<file path="config.mk">
export PLATFORM = sky130hd
export DESIGN_NAME = bts_queue
export DESIGN_NICKNAME = d
export VERILOG_FILES = /design/src/assert_macros.svh /design/src/bts_pkg.sv /design/src/bts_queue.sv
export SDC_FILE = /design/constraint.sdc
export NUM_CORES = 1
export LEC_CHECK = 0
export BUFFER_PORTS_ARGS = -buffer_cell sky130_fd_sc_hd__buf_2
export CORE_UTILIZATION = 50
export DETAILED_ROUTE_END_ITERATION = 10
export HOLD_SLACK_MARGIN = 0.03
export MAX_ROUTING_LAYER = met4
export PLACE_DENSITY = 0.8
export SETUP_SLACK_MARGIN = 0.3
export SLEW_MARGIN = 10
export SYNTH_ARGS = -nofsm -noshare
export SYNTH_HDL_FRONTEND = slang
export SYNTH_SLANG_ARGS = --single-unit
</file>
<file path="constraint.sdc">
create_clock -name clk -period 2.2 [get_ports clk]
set_input_delay 0.33 -clock clk [delete_from_list [all_inputs] [get_ports clk]]
set_output_delay 0.33 -clock clk [all_outputs]
set_load 0.1 [all_outputs]
</file>
<file path="src/assert_macros.svh">
// ---------------------------------------------------------------------------
// assert_macros.svh - assertion helpers
// Short wrappers around concurrent assertions clocked on clk, reset by rst_n.
// ---------------------------------------------------------------------------
`ifndef ASSERT_MACROS_SVH
`define ASSERT_MACROS_SVH

`ifndef SYNTH
// condition a implies b in the same cycle
`define BTS_ASSERT_IMP(lbl, a, b) \
  lbl: assert property (@(posedge clk) disable iff (!rst_n) (a) |-> (b)) \
    else $error("bts assertion failed");
// condition a implies b in the next cycle
`define BTS_ASSERT_NXT(lbl, a, b) \
  lbl: assert property (@(posedge clk) disable iff (!rst_n) (a) |=> (b)) \
    else $error("bts assertion failed");
`else
`define BTS_ASSERT_IMP(lbl, a, b)
`define BTS_ASSERT_NXT(lbl, a, b)
`endif

`endif

</file>
<file path="src/bts_pkg.sv">
// ---------------------------------------------------------------------------
// bts_pkg - shared definitions of the bilinear texture sampler
// Field widths, register codes, queue sizing and status types.
// ---------------------------------------------------------------------------
`default_nettype none

package bts_pkg;

  // fixed field widths
  localparam int STORE_AW    = 16;
  localparam int STORE_DEPTH = 1 << STORE_AW;
  localparam int TEXEL_W     = 24;
  localparam int CH_W        = 8;
  localparam int NUM_CH      = 3;
  localparam int COORD_W     = 16;
  localparam int BRIGHT_W    = 17;
  localparam int BRIGHT_FRAC = 16;
  localparam int DIM_REG_W   = 9;
  localparam int IN_TDATA_W  = 96;
  localparam int OUT_TDATA_W = 24;
  localparam int NUM_BANKS   = 4;

  // parameter defaults
  localparam int MAX_TEX_WIDTH_DEF   = 256;
  localparam int MAX_TEX_HEIGHT_DEF  = 256;
  localparam int COORD_FRAC_BITS_DEF = 16;

  // configuration port
  localparam int CFG_AW = 3;
  localparam int CFG_DW = 32;
  localparam logic [DIM_REG_W-1:0] DIM_RESET = 9'd256;
  localparam logic REG_TEX_WIDTH  = 1'b0;
  localparam logic REG_TEX_HEIGHT = 1'b1;

  // item kinds
  localparam logic OP_WRITE  = 1'b0;
  localparam logic OP_SAMPLE = 1'b1;

  // queue between front and back
  localparam int QUEUE_DEPTH = 4;

  typedef struct packed {
    logic full;
    logic empty;
  } bts_q_stat_t;

  // queue entry: kind, four addresses, texel, two fractions, brightness
  function automatic int q_width(input int frac_bits);
    return 1 + NUM_BANKS * STORE_AW + TEXEL_W + 2 * frac_bits + BRIGHT_W;
  endfunction

endpackage

`default_nettype wire

</file>
<file path="src/bts_queue.sv">
// ---------------------------------------------------------------------------
// bts_queue - short queue between front and back
// Small first-in first-out buffer so either side can stall on its own.
// ---------------------------------------------------------------------------
`default_nettype none

module bts_queue #(
  parameter int DATA_W = 8,
  parameter int DEPTH  = bts_pkg::QUEUE_DEPTH
) (
  input  wire                       clk,
  input  wire                       rst_n,
  input  wire                       push,
  input  wire  [DATA_W-1:0]         push_data,
  input  wire                       pop,
  output logic                      pop_valid,
  output logic [DATA_W-1:0]         pop_data,
  output bts_pkg::bts_q_stat_t      stat
);
  import bts_pkg::*;

  localparam int PW = (DEPTH > 1) ? $clog2(DEPTH) : 1;
  localparam int CW = $clog2(DEPTH + 1);

  logic [DATA_W-1:0] q_mem [DEPTH];
  logic [PW-1:0]     wr_ptr_r;
  logic [PW-1:0]     rd_ptr_r;
  logic [CW-1:0]     count_r;
  logic              do_push;
  logic              do_pop;

  assign stat.full  = (count_r == CW'(DEPTH));
  assign stat.empty = (count_r == '0);
  assign pop_valid  = !stat.empty;
  assign pop_data   = q_mem[rd_ptr_r];
  assign do_push    = push && !stat.full;
  assign do_pop     = pop && !stat.empty;

  // entry storage
  always_ff @(posedge clk) begin
    if (do_push) begin
      q_mem[wr_ptr_r] <= push_data;
    end
  end

  // pointers and fill level
  always_ff @(posedge clk) begin
    if (!rst_n) begin
      wr_ptr_r <= '0;
      rd_ptr_r <= '0;
      count_r  <= '0;
    end else begin
      if (do_push) begin
        wr_ptr_r <= (wr_ptr_r == PW'(DEPTH - 1)) ? '0 : wr_ptr_r + PW'(1);
      end
      if (do_pop) begin
        rd_ptr_r <= (rd_ptr_r == PW'(DEPTH - 1)) ? '0 : rd_ptr_r + PW'(1);
      end
      if (do_push && !do_pop) begin
        count_r <= count_r + CW'(1);
      end else if (do_pop && !do_push) begin
        count_r <= count_r - CW'(1);
      end
    end
  end

endmodule

`default_nettype wire

</file>
==> impl_results.md, run 1 <==
* Placed cell count at 159
* Slowest CP cell: dfxtp_4
* Post-Syn Nets at 113
* Yosys reg bits at 41
* Setup TNS at 0 ns
* Hold_ws at 0.202 ns
* IO buf count at 22
* RSZ-0062 raised after global routing: true
* Top-level I/O count at 23
* Antenna violations before repair at 0
* Total vias in the final route at 889
* Data required time of the worst path at 2.47 ns
* Synth async-reset ratio at 0%
* Crit path max fanout at 4
* Multiplexer share of the synthesized area at 12.8%
* Final period util at 90.2%
* Data arrival, critical path at 2.26 ns
* Synth Area in Compound Gates at 1.83%
* Chip height at 59.2 um
* Clock skew at 0.00513 ns
* Fin cells at 173
* Wl on met1 at 1070 um
* Diodes inserted at 0
* FF+latch area at 0.00115 mm2
* Initial core utilization at 53.2%
* CTS Buf Count at 5
* Sequential area share after synthesis at 69.7%
* Post-synth top cells: edfxtp_1 (32), dfxtp_1 (9), mux4_2 (8)
* Largest family of logic cells by synthesized area: multiplexers
* Routed wl met3 at 94 um
* Vias/cell at 5.14
* Critical Path Max Stage Delay at 0.38 ns
* Primary FF master, synth: edfxtp_1
* Core Area at 0.00308 mm2
* Crit start category: flop
* Xor-xnor portion of the synthesized cell area at 1.07%
* Gpl congestion at 0.818
* GR Util All Layers at 18.1%
* Die ar. at 0.00351 mm2
* Area taken by multi-input logic gates at 505 um2
* Post-DRT Antenna Nets at 0
* Slew headroom at 67.9%
* Clock Sinks at 41
* Cell taking the most area after synthesis: edfxtp_1
* Post-synthesis adder-cell area fraction at 5.81%
* Highest routing layer actually used: met4
* Min-Delay Path Class: in -> reg
* Clk Latency, worst-skew pair at 0.34 ns
* DRT Pass-1 Iters at 4
* Library cells used by synthesis at 23
* Total grt overflow at 0
* Netlist Area Pre-Place at 0.00164 mm2
* Met2 WL at 1430 um
* TritonCTS clock tree: done
* Wire per inst at 15.2 um
* Worst path cell trace: o31ai_4 -> buf_6 -> ha_4 -> inv_2 -> fa_2 -> xor2_1 -> or3_1 -> a21boi_1
* Std-Cell Rows at 20
* Share of layout cells above drive strength 1 at 48.1%
* Synth top area cells: edfxtp_1 (59%), dfxtp_1 (11%), mux4_2 (11%)
* Top cell type's share of synthesized area at 58.7%
* Most common cell in the netlist: edfxtp_1
* First-pass GRT wire length at 4230 um
* Final Util at 66.5%
* # setup viols final at 0
* Yosys warns at 0
* DRT Wirelength at 2630 um
* Post-Synth Simple-Gate Area at 6.73%
* Area Growth Syn to Fin at 25.1%
* Post-synth EDFFs at 32
* Number of global-route vias before repair at 934
* Fmax at 504 MHz
* Avg Inst Size Synth at 17.4 um2
* Critical path capture point type: flop
* WS Path Type: reg -> reg
* Fillers at 221
* # DRC at 0
* DP HPWL at 1780 um
* Fin. Hold Viols at 0
* Worst-path clk slew at 0.11 ns
* Post-route minimum period at 1.99 ns
* H-tree depth at 2
* Final nets at 147
* Die X at 59.2 um
* Final Max Tran Viols at 0
* Root buffer cell: clkbuf_4
* Pin count of the biggest net entering global routing at 13
* Status: finished, final reports clean
* Worst Tran Pin Value at 0.485 ns
* Max Cap Viol at 0
* Synth Instances at 94
* Starting DRT DRC Count at 25
* Clock buffer depth at 2
==> routing by layer <==
layer,vias to the layer above,GRT usage [%]
met5,-,-
met4,0,7.82
met3,5,5.90
met2,16,30.7
met1,449,19.4
li1,419,-
==> state kept, by name (all words and copies together), names as in the netlist, named ones only <==
register	cells
q_mem	32
wr_ptr_r	2
count_r	3
rd_ptr_r	2
==> repair_timing <==
action | CTS | global route
gates resized for setup | 26 | 6
hold buffers | 0 | 0
endpoints found under the setup margin | 11 | 11
buffers inserted | 5 | 1
gates cloned | 0 | 0
==> placed cells by master (no fill, tap or decap), types with 2 or more instances in the layout <==
cell      netlist  layout
and2_2          0       4
buf_12          0       2
buf_2           2      12
buf_4           0       7
buf_6           0       8
clkbuf_4        0       6
clkinv_2        0       2
dfxtp_1         9       5
dfxtp_2         0       2
dfxtp_4         0       2
edfxtp_1       32      32
ha_1            6       5
inv_1           4       2
mux2i_1         3       3
mux4_2          8       8
nand2_1         6       6
nand3_1         2       2
nor2_1          2       2
o21ai_0         3       3
==> per-stage QoR <==
| step | setup slack, ns | area (um2) |
|---|---|---|
| floorplan | -0.242 | 1670 |
| global placement | 0.242 | 1840 |
| detailed placement | 0.160 | 1840 |
| CTS | 0.239 | 2010 |
| global route | 0.136 | 2050 |
| finish | 0.215 | 2050 |
==> path summary, 6_finish.rpt <==
kind,from,to,slack [ns],cells after the start
setup / recovery,count_r[1]$_SDFFE_PN0P_,count_r[2]$_SDFFE_PN0P_,0.21,8
setup reg to reg,count_r[1]$_SDFFE_PN0P_,count_r[2]$_SDFFE_PN0P_,0.21,8
hold reg to reg,wr_ptr_r[1]$_SDFFE_PN0P_,wr_ptr_r[1]$_SDFFE_PN0P_,0.53,2
hold / removal,push_data[5],q_mem[3][5]$_DFFE_PP_,0.20,1
==> kinds of logic after synthesis <==
kind of cell	after synthesis
AOI/OAI and AO/OA	5
xor gates and xnor gates	2
adders and majority gates	7
buffers and inverters	8
DFF	41
muxes	11
and+or+nand+nor	20
==> worst max-delay path: cells and delay by family, from the launching register on <==
kind	cells	cell delay [ns]
xor+xnor	1	0.16
fa+ha+maj	2	0.50
buf+inv	2	0.18
simple gates	1	0.32
compound gates	2	0.39
flops	1	0.38
==> area by class of cell <==
| class | instances | area share, % |
|---|---|---|
| inverter | 4 | 0.917 |
| tap | 44 | 2.69 |
| timing repair buffer | 31 | 13.0 |
| sequential | 41 | 56.2 |
| multi-input combinational | 45 | 24.7 |
| clock buffer | 6 | 2.02 |
| clock inverter | 2 | 0.489 |
Power of run 1 is left out: the tool's default activity adds up to more than one toggle a clock period on the data nets, which glitch-free logic cannot reach.
==> run 2, diff against run 1 <==
--- a/config.mk
+++ b/config.mk
@@ -5,12 +5,13 @@
 export SDC_FILE = /design/constraint.sdc
 export NUM_CORES = 1
 export LEC_CHECK = 0
+export ABC_AREA = 1
 export BUFFER_PORTS_ARGS = -buffer_cell sky130_fd_sc_hd__buf_2
-export CORE_UTILIZATION = 50
+export CORE_UTILIZATION = 55
 export DETAILED_ROUTE_END_ITERATION = 10
 export HOLD_SLACK_MARGIN = 0.03
 export MAX_ROUTING_LAYER = met4
-export PLACE_DENSITY = 0.8
+export PLACE_DENSITY = 0.83
 export SETUP_SLACK_MARGIN = 0.3
 export SLEW_MARGIN = 10
 export SYNTH_ARGS = -nofsm -noshare
==> constraint.sdc (replaced) <==
create_clock -name clk -period 2 [get_ports clk]
set_input_delay 0.3 -clock clk [delete_from_list [all_inputs] [get_ports clk]]
set_output_delay 0.3 -clock clk [all_outputs]
set_load 0.005 [all_outputs]
==> impl_results.md, run 2 <==
* R2r worst-path depth at 9 (+1)
* Vias/cell at 5.52 (+7.3%)
* GR Util All Layers at 22.4% (+4.2 points)
* Number of global-route vias before repair at 1135 (+22%)
* Post-Syn Nets at 167 (+48%)
* Gpl congestion at 0.822 (+0.59%)
* Yosys warns at 0 (unchanged)
* Library cells used by synthesis at 18 (-22%)
* Final nets at 208 (+41%)
* RSZ-0062 raised after global routing: true
* Post-route minimum period at 1.69 ns (-0.297 ns)
* H-tree depth at 2 (unchanged)
* Synth top area cells: edfxtp_1 (57%), dfxtp_1 (11%), nor2_1 (7.3%)
* DRT Pass-1 Iters at 7 (+3)
* Chip height at 57.5 um (-2.9%)
* Clock buffer depth at 2 (unchanged)
* Sequential area share after synthesis at 67.3% (-2.4 points)
* Post-synth top cells: nor2_1 (33), edfxtp_1 (32), inv_1 (18)
* Avg Inst Size Synth at 11.5 um2 (-34%)
* Reg power frac at 41.9%
* # setup viols final at 0 (unchanged)
* Synth Instances at 148 (+57%)
* Yosys reg bits at 41 (unchanged)
* Fillers at 180 (-19%)
* CTS Buf Count at 5 (unchanged)
* Clock Sinks at 41 (unchanged)
* Peak supply drop at 0.000870 V
* Std-Cell Rows at 19 (-5.0%)
* Crit path max fanout at 4 (unchanged)
* Diodes inserted at 0 (unchanged)
* Worst-path clk slew at 0.11 ns (about the same)
* Most frequent cells in the layout: nor2_1 (32), edfxtp_1 (32), buf_2 (22)
* Data required time of the worst path at 2.25 ns (-0.22 ns)
* Synth async-reset ratio at 0% (unchanged)
* CTS Hold Bufs at 0 (unchanged)
* Setup TNS at 0 ns (unchanged)
* Initial core utilization at 59.9% (+6.8 points)
* Core Area at 0.00283 mm2 (-8.1%)
* IO buf count at 22 (unchanged)
* First-pass GRT wire length at 5050 um (+19%)
* DP HPWL at 2100 um (+18%)
* Slew headroom at 85.6% (+18 points)
* Top-level I/O count at 23 (unchanged)
* Critical path origin: count_r[0]$_SDFFE_PN0P_
* Pwr dens at 1350 mW/mm2
* Area Growth Syn to Fin at 24.1%
* Fmax at 592 MHz (+18%)
* Fin. Hold Viols at 0 (unchanged)
* Sw Ratio at 33.8%
* Total power at 2850 uW
* WS Path Type: reg -> reg
* FF-to-FF Start: count_r[0]$_SDFFE_PN0P_
* Share of layout cells above drive strength 1 at 33.2% (-15 points)
* Worst R2R Setup Slack at 0.31 ns (+0.10 ns)
* Max reg flops at 32 (unchanged)
* Data arrival, critical path at 1.94 ns (-0.32 ns)
* TritonCTS clock tree: done
* Worst Tran Pin Value at 0.215 ns (-0.270 ns)
* Total internal power at 1880 uW
* Die X at 57.5 um (-2.9%)
* DRT Wirelength at 3470 um (+32%)
* Cell taking the most area after synthesis: edfxtp_1
* Pin count of the biggest net entering global routing at 17 (+4)
* Clock skew at 0.00632 ns (+0.00119 ns)
* Primary FF master, synth: edfxtp_1
* CP Capture Point: count_r[1]$_SDFFE_PN0P_
* Wire per inst at 15.7 um (+3.1%)
* Post-DRT Antenna Nets at 0 (unchanged)
* Violated checks: design-rule violations
* Min-Delay Path Class: in -> reg
* Max Cap Viol at 0 (unchanged)
* Root buffer cell: clkbuf_4
* Post-synth EDFFs at 32 (unchanged)
* Critical path capture point type: flop
* Crit start category: flop
* Gate power share at 38.4%
* Starting DRT DRC Count at 71 (+180%)
* Die ar. at 0.00331 mm2 (-5.6%)
* Largest Register: q_mem
* Final Max Tran Viols at 0 (unchanged)
* End of the worst register-to-register path: count_r[1]$_SDFFE_PN0P_
* Biggest regs: q_mem x32, count_r x3
* Psw at 962 uW
* Total vias in the final route at 1219 (+37%)
* Antenna violations before repair at 0 (unchanged)
* Final period util at 84.4% (-5.8 points)
* Top cell type's share of synthesized area at 56.7% (-2.0 points)
* Total grt overflow at 0 (unchanged)
* Status: complete, but fails checks
* Clk Latency, worst-skew pair at 0.35 ns (about the same)
* # DRC at 2 (+2)
* Netlist Area Pre-Place at 0.00170 mm2 (+3.6%)
* Clock Power Share at 19.7%
* Pleak at 0.000872 uW
* Most common cell in the netlist: nor2_1
==> run 2: cell types whose count changed in the layout (fill, tap and decap cells not counted), moves of 4 or more <==
cell / change
mux4_2: -8
buf_6: -8
o22ai_1: +8
buf_2: +10
o21ai_0: +9
buf_4: +5
o21ai_2: +4
and2_2: -4
nand2_1: +4
nor2_1: +30
inv_1: +13
==> run 2: what timing repair did <==
action / 4_1_cts / 5_1_grt
buffers inserted: 2 / 6
pin swaps: 2 / 9
resized for setup: 12 / 17
cloned: 0 / 1
hold endpoints to repair: 0 / 0
endpoints found under the setup margin: 10 / 4
==> run 2: area by class of cell <==
class                      count  area, um2  share of cell area, %
tap                           31       38.8                   1.84
inverter                      19       81.3                   3.87
timing repair buffer          36        240                   11.4
multi-input combinational     86        504                   24.0
clock inverter                 1       30.0                   1.43
sequential                    41       1150                   54.8
clock buffer                   7       55.1                   2.62
==> run 2: kinds of logic after synthesis <==
logic type / share of synthesized area (%)
simple gates: 12.0
flops: 67.3
compound gates: 9.52
buf+inv: 5.53
fa+ha+maj: 5.61
==> run 2: metal layers <==
metal  routed length, um  part of all wire, %  vias up  track usage, %
met5                   0                    0        -               -
met4                  78                  2.2        0            13.2
met3                 170                  4.9       10            4.99
met2                1820                   52       41            39.5
met1                1400                   40      582            22.3
li1                    -                    -      586               -
==> run 2: power by group through the flow <==
stage | logic, uW | clock network (uW) | registers, uW
floorplan | 529 | 0 | 1140
global placement | 737 | 0 | 1160
detailed placement | 798 | 0 | 1170
CTS | 849 | 570 | 1180
global route | 1210 | 595 | 1200
finish | 1090 | 561 | 1190
==> run 2: worst max-delay path, cell delays in order, from the launching register on <==
cell	delay, ns
dfxtp_4	0.37
nor2_4	0.15
nand2_2	0.10
nand2_2	0.09
inv_2	0.06
ha_4	0.17
inv_4	0.05
fa_2	0.43
o21ai_2	0.13
nor2_1	0.05
==> run 2: stage by stage <==
step           setup WS (ns)  cell area, um2  instances  hold WS [ns]  utilization, %
2_1_floorplan          0.310            1700        148         0.399               -
3_3_place_gp           0.237            1860        204         0.490            65.7
3_5_place_dp           0.135            1860        204         0.512            65.7
4_1_cts                0.267            1990        214         0.140            70.2
5_1_grt                0.239            2100        221         0.151            74.3
6_report               0.311            2100        221         0.159            74.3
==> run 2: worst min-delay path by stage <==
stage,startpoint,to,slack [ns],cells after the start
final,push_data[5],q_mem[1][5]$_DFFE_PP_,0.16,1
after global routing,push_data[3],q_mem[3][3]$_DFFE_PP_,0.15,1
after CTS,push_data[5],q_mem[1][5]$_DFFE_PP_,0.14,1
after detailed placement,count_r[0]$_SDFFE_PN0P_,count_r[0]$_SDFFE_PN0P_,0.51,2
after global placement,count_r[0]$_SDFFE_PN0P_,count_r[0]$_SDFFE_PN0P_,0.49,2
after floorplan,push_data[0],q_mem[0][0]$_DFFE_PP_,0.40,0
(Power assumes the default switching activity.)
==> run 3, diff against run 2 <==
==> constraint.sdc (replaced) <==
create_clock -name clk -period 1.7 [get_ports clk]
set_input_delay 0.255 -clock clk [delete_from_list [all_inputs] [get_ports clk]]
set_output_delay 0.255 -clock clk [all_outputs]
set_load 0.005 [all_outputs]
==> impl_results.md, run 3 (same netlist as run 2, synthesis figures left out) <==
* Pwr dens at 1550 mW/mm2 (+14%)
* Wire per inst at 16.6 um (+5.6%)
* Clock skew at 0.00490 ns (-0.00142 ns)
* Die ar. at 0.00331 mm2 (unchanged)
* Critical path capture point type: flop
* M1 GR Usage at 24.7% (+2.4 points)
* Critical path origin: count_r[0]$_SDFFE_PN0P_
* Gate power share at 43.3% (+4.9 points)
* Top-level I/O count at 23 (unchanged)
* Fmax at 600 MHz (+1.4%)
* Sw Ratio at 35.9% (+2.1 points)
* Core Area at 0.00283 mm2 (unchanged)
* GR Util All Layers at 23.9% (+1.5 points)
* Commonest non-fill, non-tap cell in the layout: edfxtp_1
* Biggest regs: q_mem x32, count_r x3
* Clk Latency, worst-skew pair at 0.34 ns (about the same)
* Max reg flops at 32 (unchanged)
* Post-DRT Antenna Nets at 0 (unchanged)
* Gpl congestion at 0.735 (-11%)
* Post-route minimum period at 1.67 ns (-0.0232 ns)
* Total grt overflow at 0 (unchanged)
* H-tree depth at 2 (unchanged)
* Worst-path clk slew at 0.11 ns (about the same)
* Diodes inserted at 0 (unchanged)
* Clock Sinks at 41 (unchanged)
* DRT Pass-1 Iters at 7 (unchanged)
* Most frequent cells in the layout: edfxtp_1 (32), nor2_1 (28), buf_2 (21)
* DP HPWL at 2230 um (+5.9%)
* Largest Register: q_mem
* Final nets at 210 (+0.96%)
* Clock buffer depth at 2 (unchanged)
* Pin count of the biggest net entering global routing at 17 (unchanged)
* Total internal power at 2180 uW (+16%)
* # DRC at 2 (unchanged)
* Data required time of the worst path at 1.95 ns (-0.30 ns)
* Vias/cell at 5.54 (+0.49%)
* Final WS setup at 0.0346 ns (-0.277 ns)
* Final Max Tran Viols at 0 (unchanged)
* Share of layout cells above drive strength 1 at 45.8% (+13 points)
* Std-Cell Rows at 19 (unchanged)
* Chip height at 57.5 um (unchanged)
* Total vias in the final route at 1236 (+1.4%)
* Starting DRT DRC Count at 53 (-25%)
* Gr busiest metal: met2
* Worst path cell trace: nor2_4 -> nand2_2 -> nand2_4 -> ha_4 -> inv_4 -> fa_2 -> inv_2 -> nand2_2 -> nand3_2 -> nand2_2 -> inv_2 -> nor2_2
* Final period util at 98.0% (+14 points)
* Area taken by multi-input logic gates at 584 um2 (+16%)
* Fillers at 164 (-8.9%)
* Worst R2R Setup Slack at 0.03 ns (-0.28 ns)
* Psw at 1220 uW (+27%)
* Pleak at 0.000894 uW (+2.6%)
* Crit path max fanout at 3 (-1)
* Initial core utilization at 59.9% (unchanged)
* M2 GR Usage at 42.2% (+2.7 points)
* Status: complete, but fails checks
* CTS Buf Count at 5 (unchanged)
* WS Path Type: reg -> reg
* # setup viols final at 0 (unchanged)
* R2r worst-path depth at 12 (+3)
* Fin. Hold Viols at 0 (unchanged)
* Die X at 57.5 um (unchanged)
* Violated checks: design-rule violations
* IO buf count at 22 (unchanged)
* FF-to-FF Start: count_r[0]$_SDFFE_PN0P_
* Data arrival, critical path at 1.91 ns (-0.03 ns)
* End of the worst register-to-register path: count_r[2]$_SDFFE_PN0P_
* Peak supply drop at 0.00109 V (+26%)
* DRT Wirelength at 3700 um (+6.6%)
* TritonCTS clock tree: done
* Setup TNS at 0 ns (unchanged)
* Area Growth Syn to Fin at 29.6%
* First-pass GRT wire length at 5350 um (+6.0%)
* Cell repeated most along the worst path: nand2_2
* Critical Path Max Stage Delay at 0.38 ns (-0.05 ns)
* CP Capture Point: count_r[2]$_SDFFE_PN0P_
* Clock Power Share at 15.6% (-4.1 points)
* Slowest CP cell: fa_2
* Met3 Resource Use GR at 5.90% (+0.91 points)
* Setup WS pre-CTS at -0.00549 ns (-0.141 ns)
* Antenna violations before repair at 0 (unchanged)
* Slew headroom at 85.4% (-0.27 points)
* Worst Tran Pin Value at 0.217 ns (+0.00169 ns)
* Final Util at 77.7% (+3.3 points)
* Max Cap Viol at 0 (unchanged)
* Total power at 3400 uW (+20%)
* Crit start category: flop
* Hold_ws at 0.124 ns (-0.0352 ns)
* RSZ-0062 raised after global routing: true
* Min-Delay Path Class: in -> reg
* Root buffer cell: clkbuf_4
* Reg power frac at 41.1% (-0.8 points)
* Number of global-route vias before repair at 1201 (+5.8%)
* FF+latch area at 0.00116 mm2 (+0.33%)
==> run 3: changes by cell type in the layout (fill, tap and decap cells not counted), moves of 3 or more <==
cell     previous run  this run
o22ai_2             0         4
o22ai_1             8         4
o21ai_1             2         5
o21ai_2             4         9
nor2_2              0         3
inv_2               1         5
nor2_1             32        28
inv_1              15        11
o21ai_0            12         3
buf_6               0         4
==> run 3: repair_timing <==
item / in CTS / in global routing
endpoints found under the hold margin: 0 / 0
endpoints found under the setup margin: 10 / 12
resized for setup: 30 / 26
pin swaps: 21 / 17
setup buffers: 8 / 1
hold buffers: 0 / 0
==> run 3: per-stage QoR <==
stage | instances | instance area [um2]
floorplan | 148 | 1740
global placement | 206 | 1910
detailed placement | 206 | 1910
CTS | 222 | 2110
global route | 223 | 2200
finish | 223 | 2200
==> run 3: final cells by class <==
class,count,share of cell area (%)
repair buffers,38,12.0
well taps,31,1.77
clock buffers,7,2.96
clock inverters,1,0.228
multi-input cells,86,26.6
flip-flops and latches,41,52.7
inverters,19,3.82
==> run 3: critical path, delay by kind of cell, from the launching register on <==
| family | cells | cell delay (ns) |
|---|---|---|
| fa+ha+maj | 2 | 0.52 |
| buf+inv | 3 | 0.16 |
| flops | 1 | 0.37 |
| simple gates | 7 | 0.52 |
==> run 3: worst min path at each step <==
stage	from	end	cells past startpoint
2_1_floorplan	push_data[0]	q_mem[0][0]$_DFFE_PP_	0
3_3_place_gp	push_data[4]	q_mem[3][4]$_DFFE_PP_	1
3_5_place_dp	push_data[4]	q_mem[1][4]$_DFFE_PP_	1
4_1_cts	push_data[4]	q_mem[1][4]$_DFFE_PP_	1
5_1_grt	push_data[4]	q_mem[2][4]$_DFFE_PP_	1
6_report	push_data[7]	q_mem[0][7]$_DFFE_PP_	1
==> run 3: routing by layer <==
| metal | part of all wire (%) | up-vias |
|---|---|---|
| met5 | 0 | - |
| met3 | 4.7 | 9 |
| met2 | 55 | 39 |
| met1 | 38 | 595 |
| li1 | - | 593 |
| met4 | 2.0 | 0 |
==> run 3: power groups by stage <==
stage	sequential, uW	combinational, uW	clock [uW]
floorplan	1370	695	0
global placement	1370	989	0
detailed placement	1380	1060	0
CTS	1370	1260	536
global route	1410	1600	583
finish	1400	1470	532
