**config.mk**
```make
export PLATFORM = sky130hd
export DESIGN_NAME = bts_front
export DESIGN_NICKNAME = d
export VERILOG_FILES = /design/src/assert_macros.svh /design/src/bts_pkg.sv /design/src/bts_front.sv
export SDC_FILE = /design/constraint.sdc
export NUM_CORES = 1
export LEC_CHECK = 0
export BUFFER_PORTS_ARGS = -buffer_cell sky130_fd_sc_hd__buf_4
export CORE_ASPECT_RATIO = 0.75
export CORE_MARGIN = 2
export CORE_UTILIZATION = 50
export CTS_CLUSTER_SIZE = 16
export DETAILED_ROUTE_END_ITERATION = 8
export GPL_ROUTABILITY_DRIVEN = 0
export PLACE_DENSITY = 0.73
export SYNTH_ARGS = -nofsm -noshare
export SYNTH_HDL_FRONTEND = slang
export SYNTH_SLANG_ARGS = --single-unit
```
**constraint.sdc**
```tcl
create_clock -name clk -period 7.7 [get_ports clk]
set_clock_uncertainty 0.05 [all_clocks]
set_input_delay 0.77 -clock clk [delete_from_list [all_inputs] [get_ports clk]]
set_output_delay 0.77 -clock clk [all_outputs]
set_load 0.05 [all_outputs]
```
**src/assert_macros.svh**
```systemverilog
// ---------------------------------------------------------------------------
// assert_macros.svh - assertion helpers
// Short wrappers around concurrent assertions clocked on clk, reset by rst_n.
// ---------------------------------------------------------------------------
`ifndef ASSERT_MACROS_SVH
`define ASSERT_MACROS_SVH

`ifndef SYNTH
// condition a implies b in the same cycle
`define BTS_ASSERT_IMP(lbl, a, b) \
  lbl: assert property (@(posedge clk) disable iff (!rst_n) (a) |-> (b)) \
    else $error("bts assertion failed");
// condition a implies b in the next cycle
`define BTS_ASSERT_NXT(lbl, a, b) \
  lbl: assert property (@(posedge clk) disable iff (!rst_n) (a) |=> (b)) \
    else $error("bts assertion failed");
`else
`define BTS_ASSERT_IMP(lbl, a, b)
`define BTS_ASSERT_NXT(lbl, a, b)
`endif

`endif

```
**src/bts_pkg.sv**
```systemverilog
// ---------------------------------------------------------------------------
// bts_pkg - shared definitions of the bilinear texture sampler
// Field widths, register codes, queue sizing and status types.
// ---------------------------------------------------------------------------
`default_nettype none

package bts_pkg;

  // fixed field widths
  localparam int STORE_AW    = 16;
  localparam int STORE_DEPTH = 1 << STORE_AW;
  localparam int TEXEL_W     = 24;
  localparam int CH_W        = 8;
  localparam int NUM_CH      = 3;
  localparam int COORD_W     = 16;
  localparam int BRIGHT_W    = 17;
  localparam int BRIGHT_FRAC = 16;
  localparam int DIM_REG_W   = 9;
  localparam int IN_TDATA_W  = 96;
  localparam int OUT_TDATA_W = 24;
  localparam int NUM_BANKS   = 4;

  // parameter defaults
  localparam int MAX_TEX_WIDTH_DEF   = 256;
  localparam int MAX_TEX_HEIGHT_DEF  = 256;
  localparam int COORD_FRAC_BITS_DEF = 16;

  // configuration port
  localparam int CFG_AW = 3;
  localparam int CFG_DW = 32;
  localparam logic [DIM_REG_W-1:0] DIM_RESET = 9'd256;
  localparam logic REG_TEX_WIDTH  = 1'b0;
  localparam logic REG_TEX_HEIGHT = 1'b1;

  // item kinds
  localparam logic OP_WRITE  = 1'b0;
  localparam logic OP_SAMPLE = 1'b1;

  // queue between front and back
  localparam int QUEUE_DEPTH = 4;

  typedef struct packed {
    logic full;
    logic empty;
  } bts_q_stat_t;

  // queue entry: kind, four addresses, texel, two fractions, brightness
  function automatic int q_width(input int frac_bits);
    return 1 + NUM_BANKS * STORE_AW + TEXEL_W + 2 * frac_bits + BRIGHT_W;
  endfunction

endpackage

`default_nettype wire

```
**src/bts_front.sv**
```systemverilog
// ---------------------------------------------------------------------------
// bts_front - item intake and coordinate setup
// Accepts items, splits sample coordinates into clamped texel indices and
// fractions, forms the four store addresses and pushes to the queue.
// ---------------------------------------------------------------------------
`default_nettype none

module bts_front #(
  parameter int MAX_TEX_WIDTH   = bts_pkg::MAX_TEX_WIDTH_DEF,
  parameter int MAX_TEX_HEIGHT  = bts_pkg::MAX_TEX_HEIGHT_DEF,
  parameter int COORD_FRAC_BITS = bts_pkg::COORD_FRAC_BITS_DEF
) (
  input  wire                                        clk,
  input  wire                                        rst_n,
  input  wire                                        in_tvalid,
  output logic                                       in_tready,
  input  wire  [0:0]                                 in_tuser,
  input  wire  [bts_pkg::IN_TDATA_W-1:0]             in_tdata,
  input  wire  [bts_pkg::DIM_REG_W-1:0]              tex_width,
  input  wire  [bts_pkg::DIM_REG_W-1:0]              tex_height,
  input  wire                                        q_full,
  output logic                                       push_valid,
  output logic [bts_pkg::q_width(COORD_FRAC_BITS)-1:0] push_data
);
  import bts_pkg::*;

  localparam int F   = COORD_FRAC_BITS;
  localparam int DW  = $clog2(MAX_TEX_WIDTH + 1);
  localparam int DHW = $clog2(MAX_TEX_HEIGHT + 1);
  localparam int IXW = $clog2(MAX_TEX_WIDTH);
  localparam int IYW = $clog2(MAX_TEX_HEIGHT);
  localparam int CWW = (DW > DIM_REG_W) ? DW : DIM_REG_W;
  localparam int CHW = (DHW > DIM_REG_W) ? DHW : DIM_REG_W;
  localparam int XW  = ((COORD_W > F) ? COORD_W : F) + DW;
  localparam int YW  = ((COORD_W > F) ? COORD_W : F) + DHW;

  // effective texture size
  logic [DW-1:0]  eff_w;
  logic [DHW-1:0] eff_h;

  always_comb begin
    if (tex_width == '0) begin
      eff_w = DW'(1);
    end else if (CWW'(tex_width) > CWW'(MAX_TEX_WIDTH)) begin
      eff_w = DW'(MAX_TEX_WIDTH);
    end else begin
      eff_w = DW'(tex_width);
    end
    if (tex_height == '0) begin
      eff_h = DHW'(1);
    end else if (CHW'(tex_height) > CHW'(MAX_TEX_HEIGHT)) begin
      eff_h = DHW'(MAX_TEX_HEIGHT);
    end else begin
      eff_h = DHW'(tex_height);
    end
  end

  // unpack the input item
  logic [STORE_AW-1:0] in_addr;
  logic [TEXEL_W-1:0]  in_texel;
  logic [COORD_W-1:0]  in_u;
  logic [COORD_W-1:0]  in_v;
  logic [BRIGHT_W-1:0] in_bright;

  assign in_addr   = in_tdata[15:0];
  assign in_texel  = {in_tdata[23:16], in_tdata[31:24], in_tdata[39:32]};
  assign in_u      = in_tdata[55:40];
  assign in_v      = in_tdata[71:56];
  assign in_bright = in_tdata[88:72];

  // scale coordinates and clamp at one
  logic [XW-1:0]  x_scaled;
  logic [XW-1:0]  x_int;
  logic [YW-1:0]  y_scaled;
  logic [YW-1:0]  y_int;
  logic [IXW-1:0] ix;
  logic [IYW-1:0] iy;
  logic [F-1:0]   fx;
  logic [F-1:0]   fy;

  always_comb begin
    x_scaled = XW'(in_u) * XW'(eff_w);
    x_int    = x_scaled >> F;
    if (x_int >= XW'(eff_w)) begin
      ix = IXW'(eff_w - DW'(1));
      fx = '0;
    end else begin
      ix = x_int[IXW-1:0];
      fx = x_scaled[F-1:0];
    end
    y_scaled = YW'(in_v) * YW'(eff_h);
    y_int    = y_scaled >> F;
    if (y_int >= YW'(eff_h)) begin
      iy = IYW'(eff_h - DHW'(1));
      fy = '0;
    end else begin
      iy = y_int[IYW-1:0];
      fy = y_scaled[F-1:0];
    end
  end

  // setup register
  logic                f1_valid_r;
  logic                f1_sample_r;
  logic [STORE_AW-1:0] f1_addr_r;
  logic [TEXEL_W-1:0]  f1_texel_r;
  logic [IXW-1:0]      f1_ix_r;
  logic [IYW-1:0]      f1_iy_r;
  logic [F-1:0]        f1_fx_r;
  logic [F-1:0]        f1_fy_r;
  logic [BRIGHT_W-1:0] f1_bright_r;
  logic                accept;

  assign in_tready = !f1_valid_r || !q_full;
  assign accept    = in_tvalid && in_tready;

  always_ff @(posedge clk) begin
    if (!rst_n) begin
      f1_valid_r <= 1'b0;
    end else if (accept) begin
      f1_valid_r <= 1'b1;
    end else if (!q_full) begin
      f1_valid_r <= 1'b0;
    end
  end

  always_ff @(posedge clk) begin
    if (accept) begin
      f1_sample_r <= (in_tuser[0] == OP_SAMPLE);
      f1_addr_r   <= in_addr;
      f1_texel_r  <= in_texel;
      f1_ix_r     <= ix;
      f1_iy_r     <= iy;
      f1_fx_r     <= fx;
      f1_fy_r     <= fy;
      f1_bright_r <= in_bright;
    end
  end

  // neighbors with edge clamp and store addresses
  logic [IXW-1:0]      ix1;
  logic [IYW-1:0]      iy1;
  logic [STORE_AW-1:0] row0;
  logic [STORE_AW-1:0] row1;
  logic [STORE_AW-1:0] addr_a;
  logic [STORE_AW-1:0] addr_b;
  logic [STORE_AW-1:0] addr_c;
  logic [STORE_AW-1:0] addr_d;

  always_comb begin
    if ((DW+1)'(f1_ix_r) + (DW+1)'(1) < (DW+1)'(eff_w)) begin
      ix1 = f1_ix_r + IXW'(1);
    end else begin
      ix1 = f1_ix_r;
    end
    if ((DHW+1)'(f1_iy_r) + (DHW+1)'(1) < (DHW+1)'(eff_h)) begin
      iy1 = f1_iy_r + IYW'(1);
    end else begin
      iy1 = f1_iy_r;
    end
    row0 = STORE_AW'((IYW+DW)'(f1_iy_r) * (IYW+DW)'(eff_w));
    row1 = STORE_AW'((IYW+DW)'(iy1) * (IYW+DW)'(eff_w));
    if (f1_sample_r) begin
      addr_a = row0 + STORE_AW'(f1_ix_r);
    end else begin
      addr_a = f1_addr_r;
    end
    addr_b = row0 + STORE_AW'(ix1);
    addr_c = row1 + STORE_AW'(f1_ix_r);
    addr_d = row1 + STORE_AW'(ix1);
  end

  assign push_valid = f1_valid_r;
  assign push_data  = {f1_sample_r, addr_a, addr_b, addr_c, addr_d, f1_texel_r,
                       f1_fx_r, f1_fy_r, f1_bright_r};

endmodule

`default_nettype wire

```
==> metrics.md, run 1 <==
| Metric | Value |
|---|---|
| Status | complete, but fails checks |
| Failing checks | negative setup slack |
| DRC | 0 |
| Yosys warnings | 0 |
| Antenna Nets Post-Route | 0 |
| 1st-pass router iterations | 5 |
| CTS Buffer Depth | 2 |
| Buf/Inv on CP | 6 |
| Worst slew pin tran | 0.864 ns |
| Final Core Density | 62.5% |
| Worst Hold Class | input port to register |
| Max cap viols | 0 |
| Most instantiated cells after synthesis | inv_1 (357), fa_1 (284), nand2_1 (257) |
| Worst r2r dst | f1_texel_r[19] |
| Mean routed wirelength per cell | 17.5 um |
| Seq cells post-synth | 107 |
| Die H | 178 um |
| WHS Endpoint | f1_bright_r[3] |
| Crit start category | register |
| Global-route wire length before repair | 87000 um |
| IO Port Bufs | 251 |
| F_max | 128 MHz |
| Met1 usage | 34.2% |
| Final nets | 3161 |
| Final Hold Vio Count | 0 |
| Initial antenna violation count | 0 |
| Synth top area cells | fa_1 (28%), edfxtp_1 (16%), ha_1 (14%) |
| Die width | 236 um |
| Syn Area/Cell | 9.18 um2 |
| Sequential element share of the synthesized area | 15.8% |
| Critical path required time | 6.88 ns |
| Post-synth top area share | 28.1% |
| Via count | 16400 |
| Detailed Place HPWL | 44300 um |
| Min Tclk post-route | 7.82 ns |
| FP Rows | 63 |
| Die ar. | 42100 um2 |
| Finished Layout Cells | 3053 |
| GRT busiest layer | met2 |
| FFs w/ async S/R, synth | 0% |
| Share of cells above drive strength 1 | 22.0% |
| Number of flops mapped to enable cells by yosys | 106 |
| Mapped Nets | 2837 |
| Mapped Area | 20200 um2 |
| RSZ-0062 raised after global routing | yes |
| Crit-path max cell delay | 0.50 ns |
| GR met2 Demand/Resource | 44.4% |
| Vias in the first global route | 17200 |
| Main synth FF type | edfxtp_1 |
| Hold depth | 1 |
| Top-count cell post-synth | inv_1 |
| Worst setup margin | -0.116 ns |
| Yosys top cell by area | fa_1 |
| Fin crit share | 102% |
| Placed Cells | 3017 |
| Area grow syn2layout | 22.8% |
| Critical-path top delay cell | fa_1 |
| Congestion Overflow GR | 0 |
| Largest net degree at the start of global routing | 60 |
| DR iter-0 viols | 935 |
| Crit end category | output pin |
| Final-report max-slew violation count | 0 |
| Hold_buf cts | 0 |
| WS Path Type | register to output pin |
| R2R Path Start | push_valid |
| Top Ports | 259 |
| Later-pin clock latency in the skew report | 0.37 ns |
| Arr. time, crit path | 7.00 ns |
| Vias/cell | 5.37 |
| CTS tree | built |
| Worst slew margin | 42.4% |
| Final setup fails | 12 |
| CTS Buf Count | 9 |
| Clock-pin slew on the worst setup and hold paths | 0.09 ns |
| Yosys cell types | 75 |
| Starting density of the core | 50.9% |
| Antenna cells | 0 |
| Mapped Cells | 2204 |
| FF-to-FF path depth | 3 |
| Min-delay src | in_tdata[75] |
| Grt met3 use | 4.02% |
| Crit-path most repeated cell | fa_1 |
| Critical path's top delay family | adder cells |
| CTS H-tree depth | 3 |
| Total GRT Usage | 25.9% |
| Filler cell count | 3338 |
| Final WL | 53400 um |
| Clock sink total | 107 |
| R2R setup slack | 5.46 ns |
| Worst Path Max Fanout | 6 |
| Root buf cell | clkbuf_16 |
| Core area | 39700 um2 |
==> worst reg2reg max path: cells and delay by family (launching register included) <==
family / cells / cell delay [ns]
buffers and inverters: 1 / 0.77
AND/OR/NAND/NOR: 2 / 0.66
flip-flops: 1 / 0.32
==> layout by cell type, fill, tap and decap left out, types with 20 or more instances in the layout <==
cell type  count
nor2_1       116
xor2_1        51
inv_1        352
nor2b_1       25
fa_1         281
nand2_1      248
xnor2_1       64
nand2b_1      24
a21o_1        35
o21a_1        24
buf_4        373
and2_1       158
buf_6         20
edfxtp_1     106
o21ai_0       45
a21oi_1       67
ha_1         219
==> stage by stage <==
step	hold slack (ns)	setup WS, ns	setup TNS [ns]	instance area (um2)
after floorplan	0.700	-0.119	-0.460	20700
after global placement	0.464	-0.134	-0.791	23900
after detailed placement	0.492	-0.252	-2.64	23900
after CTS	0.480	-0.0500	-0.166	24700
after global routing	0.496	-0.433	-5.46	24800
final	0.504	-0.116	-0.877	24800
==> what timing repair did <==
item	in CTS	in global routing
resized for setup	70	27
pin swaps	42	26
setup endpoints to repair	18	48
setup buffers	15	5
==> state kept, by name, indices dropped and copies added (netlist names) <==
signal       flops
f1_fy_r         16
push_valid       1
f1_texel_r      24
f1_addr_r       16
f1_iy_r          8
f1_bright_r     17
f1_sample_r      1
f1_fx_r         16
f1_ix_r          8
==> cell type report <==
class / instances / area [um2] / area share (%)
inverters: 363 / 1370 / 5.52
well taps: 520 / 651 / 2.62
repair buffers: 396 / 3090 / 12.4
flip-flops and latches: 107 / 3200 / 12.9
clock inverters: 7 / 87.6 / 0.353
clock buffers: 9 / 225 / 0.906
multi-input cells: 1651 / 16200 / 65.3
==> how the worst max path moves through the flow <==
| stage | start | endpoint | slack, ns | depth (start not counted) |
|---|---|---|---|---|
| 6_report | f1_iy_r[0] | push_data[102] | -0.12 | 31 |
| 2_1_floorplan | tex_height[8] | push_data[104] | -0.12 | 31 |
| 5_1_grt | f1_iy_r[0] | push_data[102] | -0.43 | 31 |
| 3_5_place_dp | tex_height[8] | push_data[85] | -0.25 | 30 |
| 3_3_place_gp | tex_height[8] | push_data[104] | -0.13 | 29 |
| 4_1_cts | f1_iy_r[1] | push_data[88] | -0.05 | 31 |
==> layer usage <==
layer / vias to the layer above / share of wire [%]
met1: 8162 / 43
met4: 0 / 2.3
li1: 7705 / -
met2: 469 / 49
met5: - / 0
met3: 68 / 5.6
==> cell families (layout without fill, tap and decap cells) <==
group | after synthesis | count (layout) | synth area share (%)
buffers and inverters | 446 | 775 | 8.34
DFF | 107 | 107 | 15.8
AOI/OAI and AO/OA | 282 | 282 | 9.51
muxes | 20 | 20 | 1.08
adders and majority gates | 514 | 514 | 42.3
xor gates and xnor gates | 141 | 141 | 6.23
and+or+nand+nor | 694 | 694 | 16.7
Power of run 1 is not shown: default switching activity piles up to over one toggle a cycle in this logic, so the estimate is an artifact.
==> inputs of run 2 (changes only) <==
==> constraint.sdc (replaced) <==
create_clock -name clk -period 7.7 [get_ports clk]
set_clock_uncertainty 0.05 [all_clocks]
set_input_delay 0.385 -clock clk [delete_from_list [all_inputs] [get_ports clk]]
set_output_delay 0.385 -clock clk [all_outputs]
set_load 0.05 [all_outputs]
==> metrics.md, run 2 (same netlist as run 1, synthesis figures left out) <==
| Metric | Value |
|---|---|
| Final-report max-slew violation count | 0 (unchanged) |
| Final setup fails | 0 (was 12) |
| Vias/cell | 5.47 (was 5.37) |
| CTS tree | built (unchanged) |
| Total GRT Usage | 26.0% (was 25.9%) |
| Leading cell type in the layout, fill and taps excluded | inv_1 (was buf_4) |
| Area grow syn2layout | 17.3% (was 22.8%) |
| Critical-path top delay cell | fa_1 (unchanged) |
| CTS Buf Count | 9 (unchanged) |
| Max reg flops | 24 (unchanged) |
| RSZ-0062 raised after global routing | yes (unchanged) |
| Most frequent cells in the layout | inv_1 (355), buf_4 (304), fa_1 (283) (was buf_4 (373), inv_1 (352), fa_1 (281)) |
| Max cap viols | 0 (unchanged) |
| Top Ports | 259 (unchanged) |
| CTS H-tree depth | 3 (unchanged) |
| Die ar. | 42100 um2 (unchanged) |
| Initial antenna violation count | 0 (unchanged) |
| DRC | 0 (unchanged) |
| Final WL | 54300 um (was 53400 um) |
| Worst Hold Class | input port to register (unchanged) |
| F_max | 133 MHz (was 128 MHz) |
| Crit-path max cell delay | 0.54 ns (was 0.50 ns) |
| CTS Buffer Depth | 2 (unchanged) |
| Root buf cell | clkbuf_16 (unchanged) |
| Antenna cells | 0 (unchanged) |
| Global-route wire length before repair | 87100 um (was 87000 um) |
| Largest net degree at the start of global routing | 57 (was 60) |
| Worst Path Max Fanout | 5 (was 6) |
| Share of cells above drive strength 1 | 18.0% (was 22.0%) |
| Core area | 39700 um2 (unchanged) |
| Crit end category | output pin (unchanged) |
| Worst Hold Slack | 0.131 ns (was 0.504 ns) |
| Critical path required time | 7.26 ns (was 6.88 ns) |
| Largest Register | f1_texel_r (unchanged) |
| IO Port Bufs | 251 (unchanged) |
| Worst slew pin tran | 0.915 ns (was 0.864 ns) |
| Final nets | 3081 (was 3161) |
| Fin crit share | 97.4% (was 102%) |
| Clock-pin slew on the worst setup and hold paths | 0.09 ns (about the same) |
| FP Rows | 63 (unchanged) |
| DR iter-0 viols | 1082 (was 935) |
| Min Tclk post-route | 7.50 ns (was 7.82 ns) |
| Arr. time, crit path | 7.06 ns (was 7.00 ns) |
| Die H | 178 um (unchanged) |
| Later-pin clock latency in the skew report | 0.37 ns (about the same) |
| Status | complete, no violations (was complete, but fails checks) |
| Starting density of the core | 50.9% (unchanged) |
| Crit-path most repeated cell | fa_1 (unchanged) |
| Clock sink total | 107 (unchanged) |
| 1st-pass router iterations | 5 (unchanged) |
| Final Hold Vio Count | 0 (unchanged) |
| Crit start category | register (unchanged) |
| Die width | 236 um (unchanged) |
| Hold_buf cts | 0 (unchanged) |
| Mean routed wirelength per cell | 18.3 um (was 17.5 um) |
| Detailed Place HPWL | 43700 um (was 44300 um) |
| Vias in the first global route | 16900 (was 17200) |
| Congestion Overflow GR | 0 (unchanged) |
| Antenna Nets Post-Route | 0 (unchanged) |
| WS Path Type | register to output pin (unchanged) |
| Worst slew margin | 39.0% (was 42.4%) |
| Via count | 16200 (was 16400) |
| Top Registers | f1_texel_r (24), f1_bright_r (17) (unchanged) |
==> run 2: final timing paths <==
kind / to / cells past startpoint / slack (ns) / start
worst max-delay path: push_data[104] / 31 / 0.20 / f1_iy_r[1]
worst min-delay path: f1_texel_r[21] / 1 / 0.13 / in_tdata[21]
worst max register to register: f1_fy_r[9] / 3 / 5.43 / push_valid
worst min register to register: push_valid / 2 / 0.52 / push_valid
==> run 2: worst max-delay path: cells and delay by family, from the launching register on <==
family / cells / cell delay (ns)
fa+ha+maj: 7 / 2.82
simple gates: 10 / 1.34
compound gates: 6 / 1.30
flops: 1 / 0.49
buf+inv: 6 / 0.43
xor+xnor: 2 / 0.30
==> run 2: stage by stage <==
step | instances | utilization (%) | worst slack [ns] | instance area (um2) | setup TNS, ns
global route | 2973 | 59.7 | -0.123 | 23700 | -0.535
global placement | 2947 | 57.8 | 0.280 | 23000 | 0
floorplan | 2204 | - | -0.125 | 20300 | -0.244
finish | 2973 | 59.7 | 0.203 | 23700 | 0
detailed placement | 2947 | 57.8 | 0.129 | 23000 | 0
CTS | 2965 | 58.7 | 0.00873 | 23300 | 0
==> run 2: cell type report <==
class / instances / area, um2
Clock buffer: 9 / 225
Sequential cell: 107 / 3200
Inverter: 363 / 1370
Timing Repair Buffer: 316 / 2430
Clock inverter: 7 / 56.3
Fill cell: 3362 / 16000
Tap cell: 520 / 651
Multi-Input combinational cell: 1651 / 15800
==> run 2: metal layers <==
metal | part of all wire, % | vias to the layer above | global-route usage (%)
met5 | 0 | - | 0
met4 | 2.9 | 0 | 7.83
met3 | 6.0 | 91 | 3.99
met2 | 48 | 574 | 44.0
met1 | 43 | 8048 | 34.6
li1 | - | 7535 | -
==> run 2: repair_timing <==
item / in CTS / in global routing
gates cloned: 0 / 0
setup buffers: 2 / 8
pin swaps: 2 / 27
gates resized for setup: 10 / 72
setup endpoints to repair: 11 / 18
Power of run 2 is left out for the same reason.
==> inputs of run 3 (changes only) <==
Settings changed: HOLD_SLACK_MARGIN set to 0.15, SLEW_MARGIN set to 20.
==> metrics.md, run 3 (same netlist as run 1, synthesis figures left out) <==
| Metric | Value |
|---|---|
| Buf/Inv on CP | 6 (unchanged) |
| Top Registers | f1_texel_r (24), f1_bright_r (17) (unchanged) |
| Fin crit share | 97.4% (about the same) |
| Worst slew pin tran | 0.948 ns (was 0.915 ns) |
| Via count | 16500 (was 16200) |
| Most frequent cells in the layout | inv_1 (355), buf_4 (304), fa_1 (283) (unchanged) |
| CTS H-tree depth | 3 (unchanged) |
| Final Core Density | 61.2% (was 59.7%) |
| Critical-path top delay cell | fa_1 (unchanged) |
| IO Port Bufs | 251 (unchanged) |
| Worst slew margin | 36.8% (was 39.0%) |
| F_max | 133 MHz (about the same) |
| Crit start category | register (unchanged) |
| Global-route wire length before repair | 88700 um (was 87100 um) |
| Arr. time, crit path | 7.06 ns (about the same) |
| Core area | 39700 um2 (unchanged) |
| Die ar. | 42100 um2 (unchanged) |
| Vias/cell | 5.45 (was 5.47) |
| Antenna Nets Post-Route | 0 (unchanged) |
| Max reg flops | 24 (unchanged) |
| Congestion Overflow GR | 0 (unchanged) |
| Die width | 236 um (unchanged) |
| RSZ-0062 raised after global routing | yes (unchanged) |
| Antenna cells | 0 (unchanged) |
| Root buf cell | clkbuf_16 (unchanged) |
| Area grow syn2layout | 20.1% (was 17.3%) |
| Register Area | 3200 um2 (unchanged) |
| WS Path Type | register to output pin (unchanged) |
| Vias in the first global route | 17200 (was 16900) |
| Final Hold Vio Count | 0 (unchanged) |
| Area of the multi-input gates | 15800 um2 (unchanged) |
| Final WL | 55100 um (was 54300 um) |
| Crit-path most repeated cell | fa_1 (unchanged) |
| Die H | 178 um (unchanged) |
| DRC | 0 (unchanged) |
| Later-pin clock latency in the skew report | 0.37 ns (about the same) |
| Min Tclk post-route | 7.50 ns (about the same) |
| Starting density of the core | 50.9% (unchanged) |
| Total GRT Usage | 26.4% (was 26.0%) |
| Max cap viols | 0 (unchanged) |
| DR iter-0 viols | 1038 (was 1082) |
| Mean routed wirelength per cell | 18.2 um (was 18.3 um) |
| Worst Hold Class | input port to register (unchanged) |
| Share of cells above drive strength 1 | 17.6% (was 18.0%) |
| Largest Register | f1_texel_r (unchanged) |
| Leading cell type in the layout, fill and taps excluded | inv_1 (unchanged) |
| Largest net degree at the start of global routing | 57 (unchanged) |
| Crit-path max cell delay | 0.54 ns (about the same) |
| Top Ports | 259 (unchanged) |
| Final nets | 3139 (was 3081) |
| Initial antenna violation count | 0 (unchanged) |
| CTS Buffer Depth | 2 (unchanged) |
| Final-report max-slew violation count | 0 (unchanged) |
| Status | complete, no violations (unchanged) |
| Worst Path Max Fanout | 5 (unchanged) |
| Crit end category | output pin (unchanged) |
| 1st-pass router iterations | 6 (was 5) |
| Final setup fails | 0 (unchanged) |
| Clock sink total | 107 (unchanged) |
| CTS tree | built (unchanged) |
| CTS Buf Count | 9 (unchanged) |
| Detailed Place HPWL | 43700 um (unchanged) |
| FP Rows | 63 (unchanged) |
| Filler cell count | 3290 (was 3362) |
| Critical path required time | 7.26 ns (about the same) |
| Clock-pin slew on the worst setup and hold paths | 0.08 ns (was 0.09 ns) |
| Critical path's top delay family | adder cells (unchanged) |
==> run 3: worst reg2reg max path: cells and delay by family, from the launching register on <==
family	cells	cell delay (ns)
buffers and inverters	1	0.72
DFF	1	0.34
and+or+nand+nor	2	0.73
==> run 3: area by class of cell <==
class / count / area share, %
clock buffer: 9 / 0.927
clock inverter: 7 / 0.232
inverter: 363 / 5.62
multi-input combinational: 1651 / 65.0
sequential: 107 / 13.2
tap: 520 / 2.68
timing repair buffer: 374 / 12.4
==> run 3: worst paths after layout <==
kind / start / end / slack, ns / cells after the start
setup reg to reg: push_valid / f1_fx_r[11] / 5.46 / 3
hold reg to reg: push_valid / push_valid / 0.52 / 2
hold / removal: rst_n / push_valid / 0.19 / 2
setup / recovery: f1_iy_r[1] / push_data[104] / 0.20 / 31
==> run 3: metal layers <==
layer,wire [um],share of wire (%),vias to the layer above,track usage (%)
li1,-,-,7656,-
met1,23600,43,8228,35.1
met2,26500,48,542,44.7
met3,3160,5.7,108,4.12
met4,1800,3.3,0,8.70
met5,0,0,-,0
==> run 3: what timing repair did <==
action                                  CTS  global route
hold buffers                             58             0
pin swaps                                 2            27
gates resized for setup                  10            72
hold endpoints to repair                 58             0
endpoints found under the setup margin   11            18
setup buffers                             2             8
==> run 3: metrics by stage <==
step | worst slack [ns] | cells | setup TNS (ns) | instance area, um2 | hold WS [ns]
6_report | 0.201 | 3031 | 0 | 24300 | 0.190
2_1_floorplan | -0.125 | 2204 | -0.244 | 20300 | 0.434
4_1_cts | 0.00873 | 3023 | 0 | 23900 | 0.195
3_5_place_dp | 0.129 | 2947 | 0 | 23000 | 0.494
3_3_place_gp | 0.280 | 2947 | 0 | 23000 | 0.467
5_1_grt | -0.122 | 3031 | -0.531 | 24300 | 0.190
Power of run 3 is left out for the same reason.
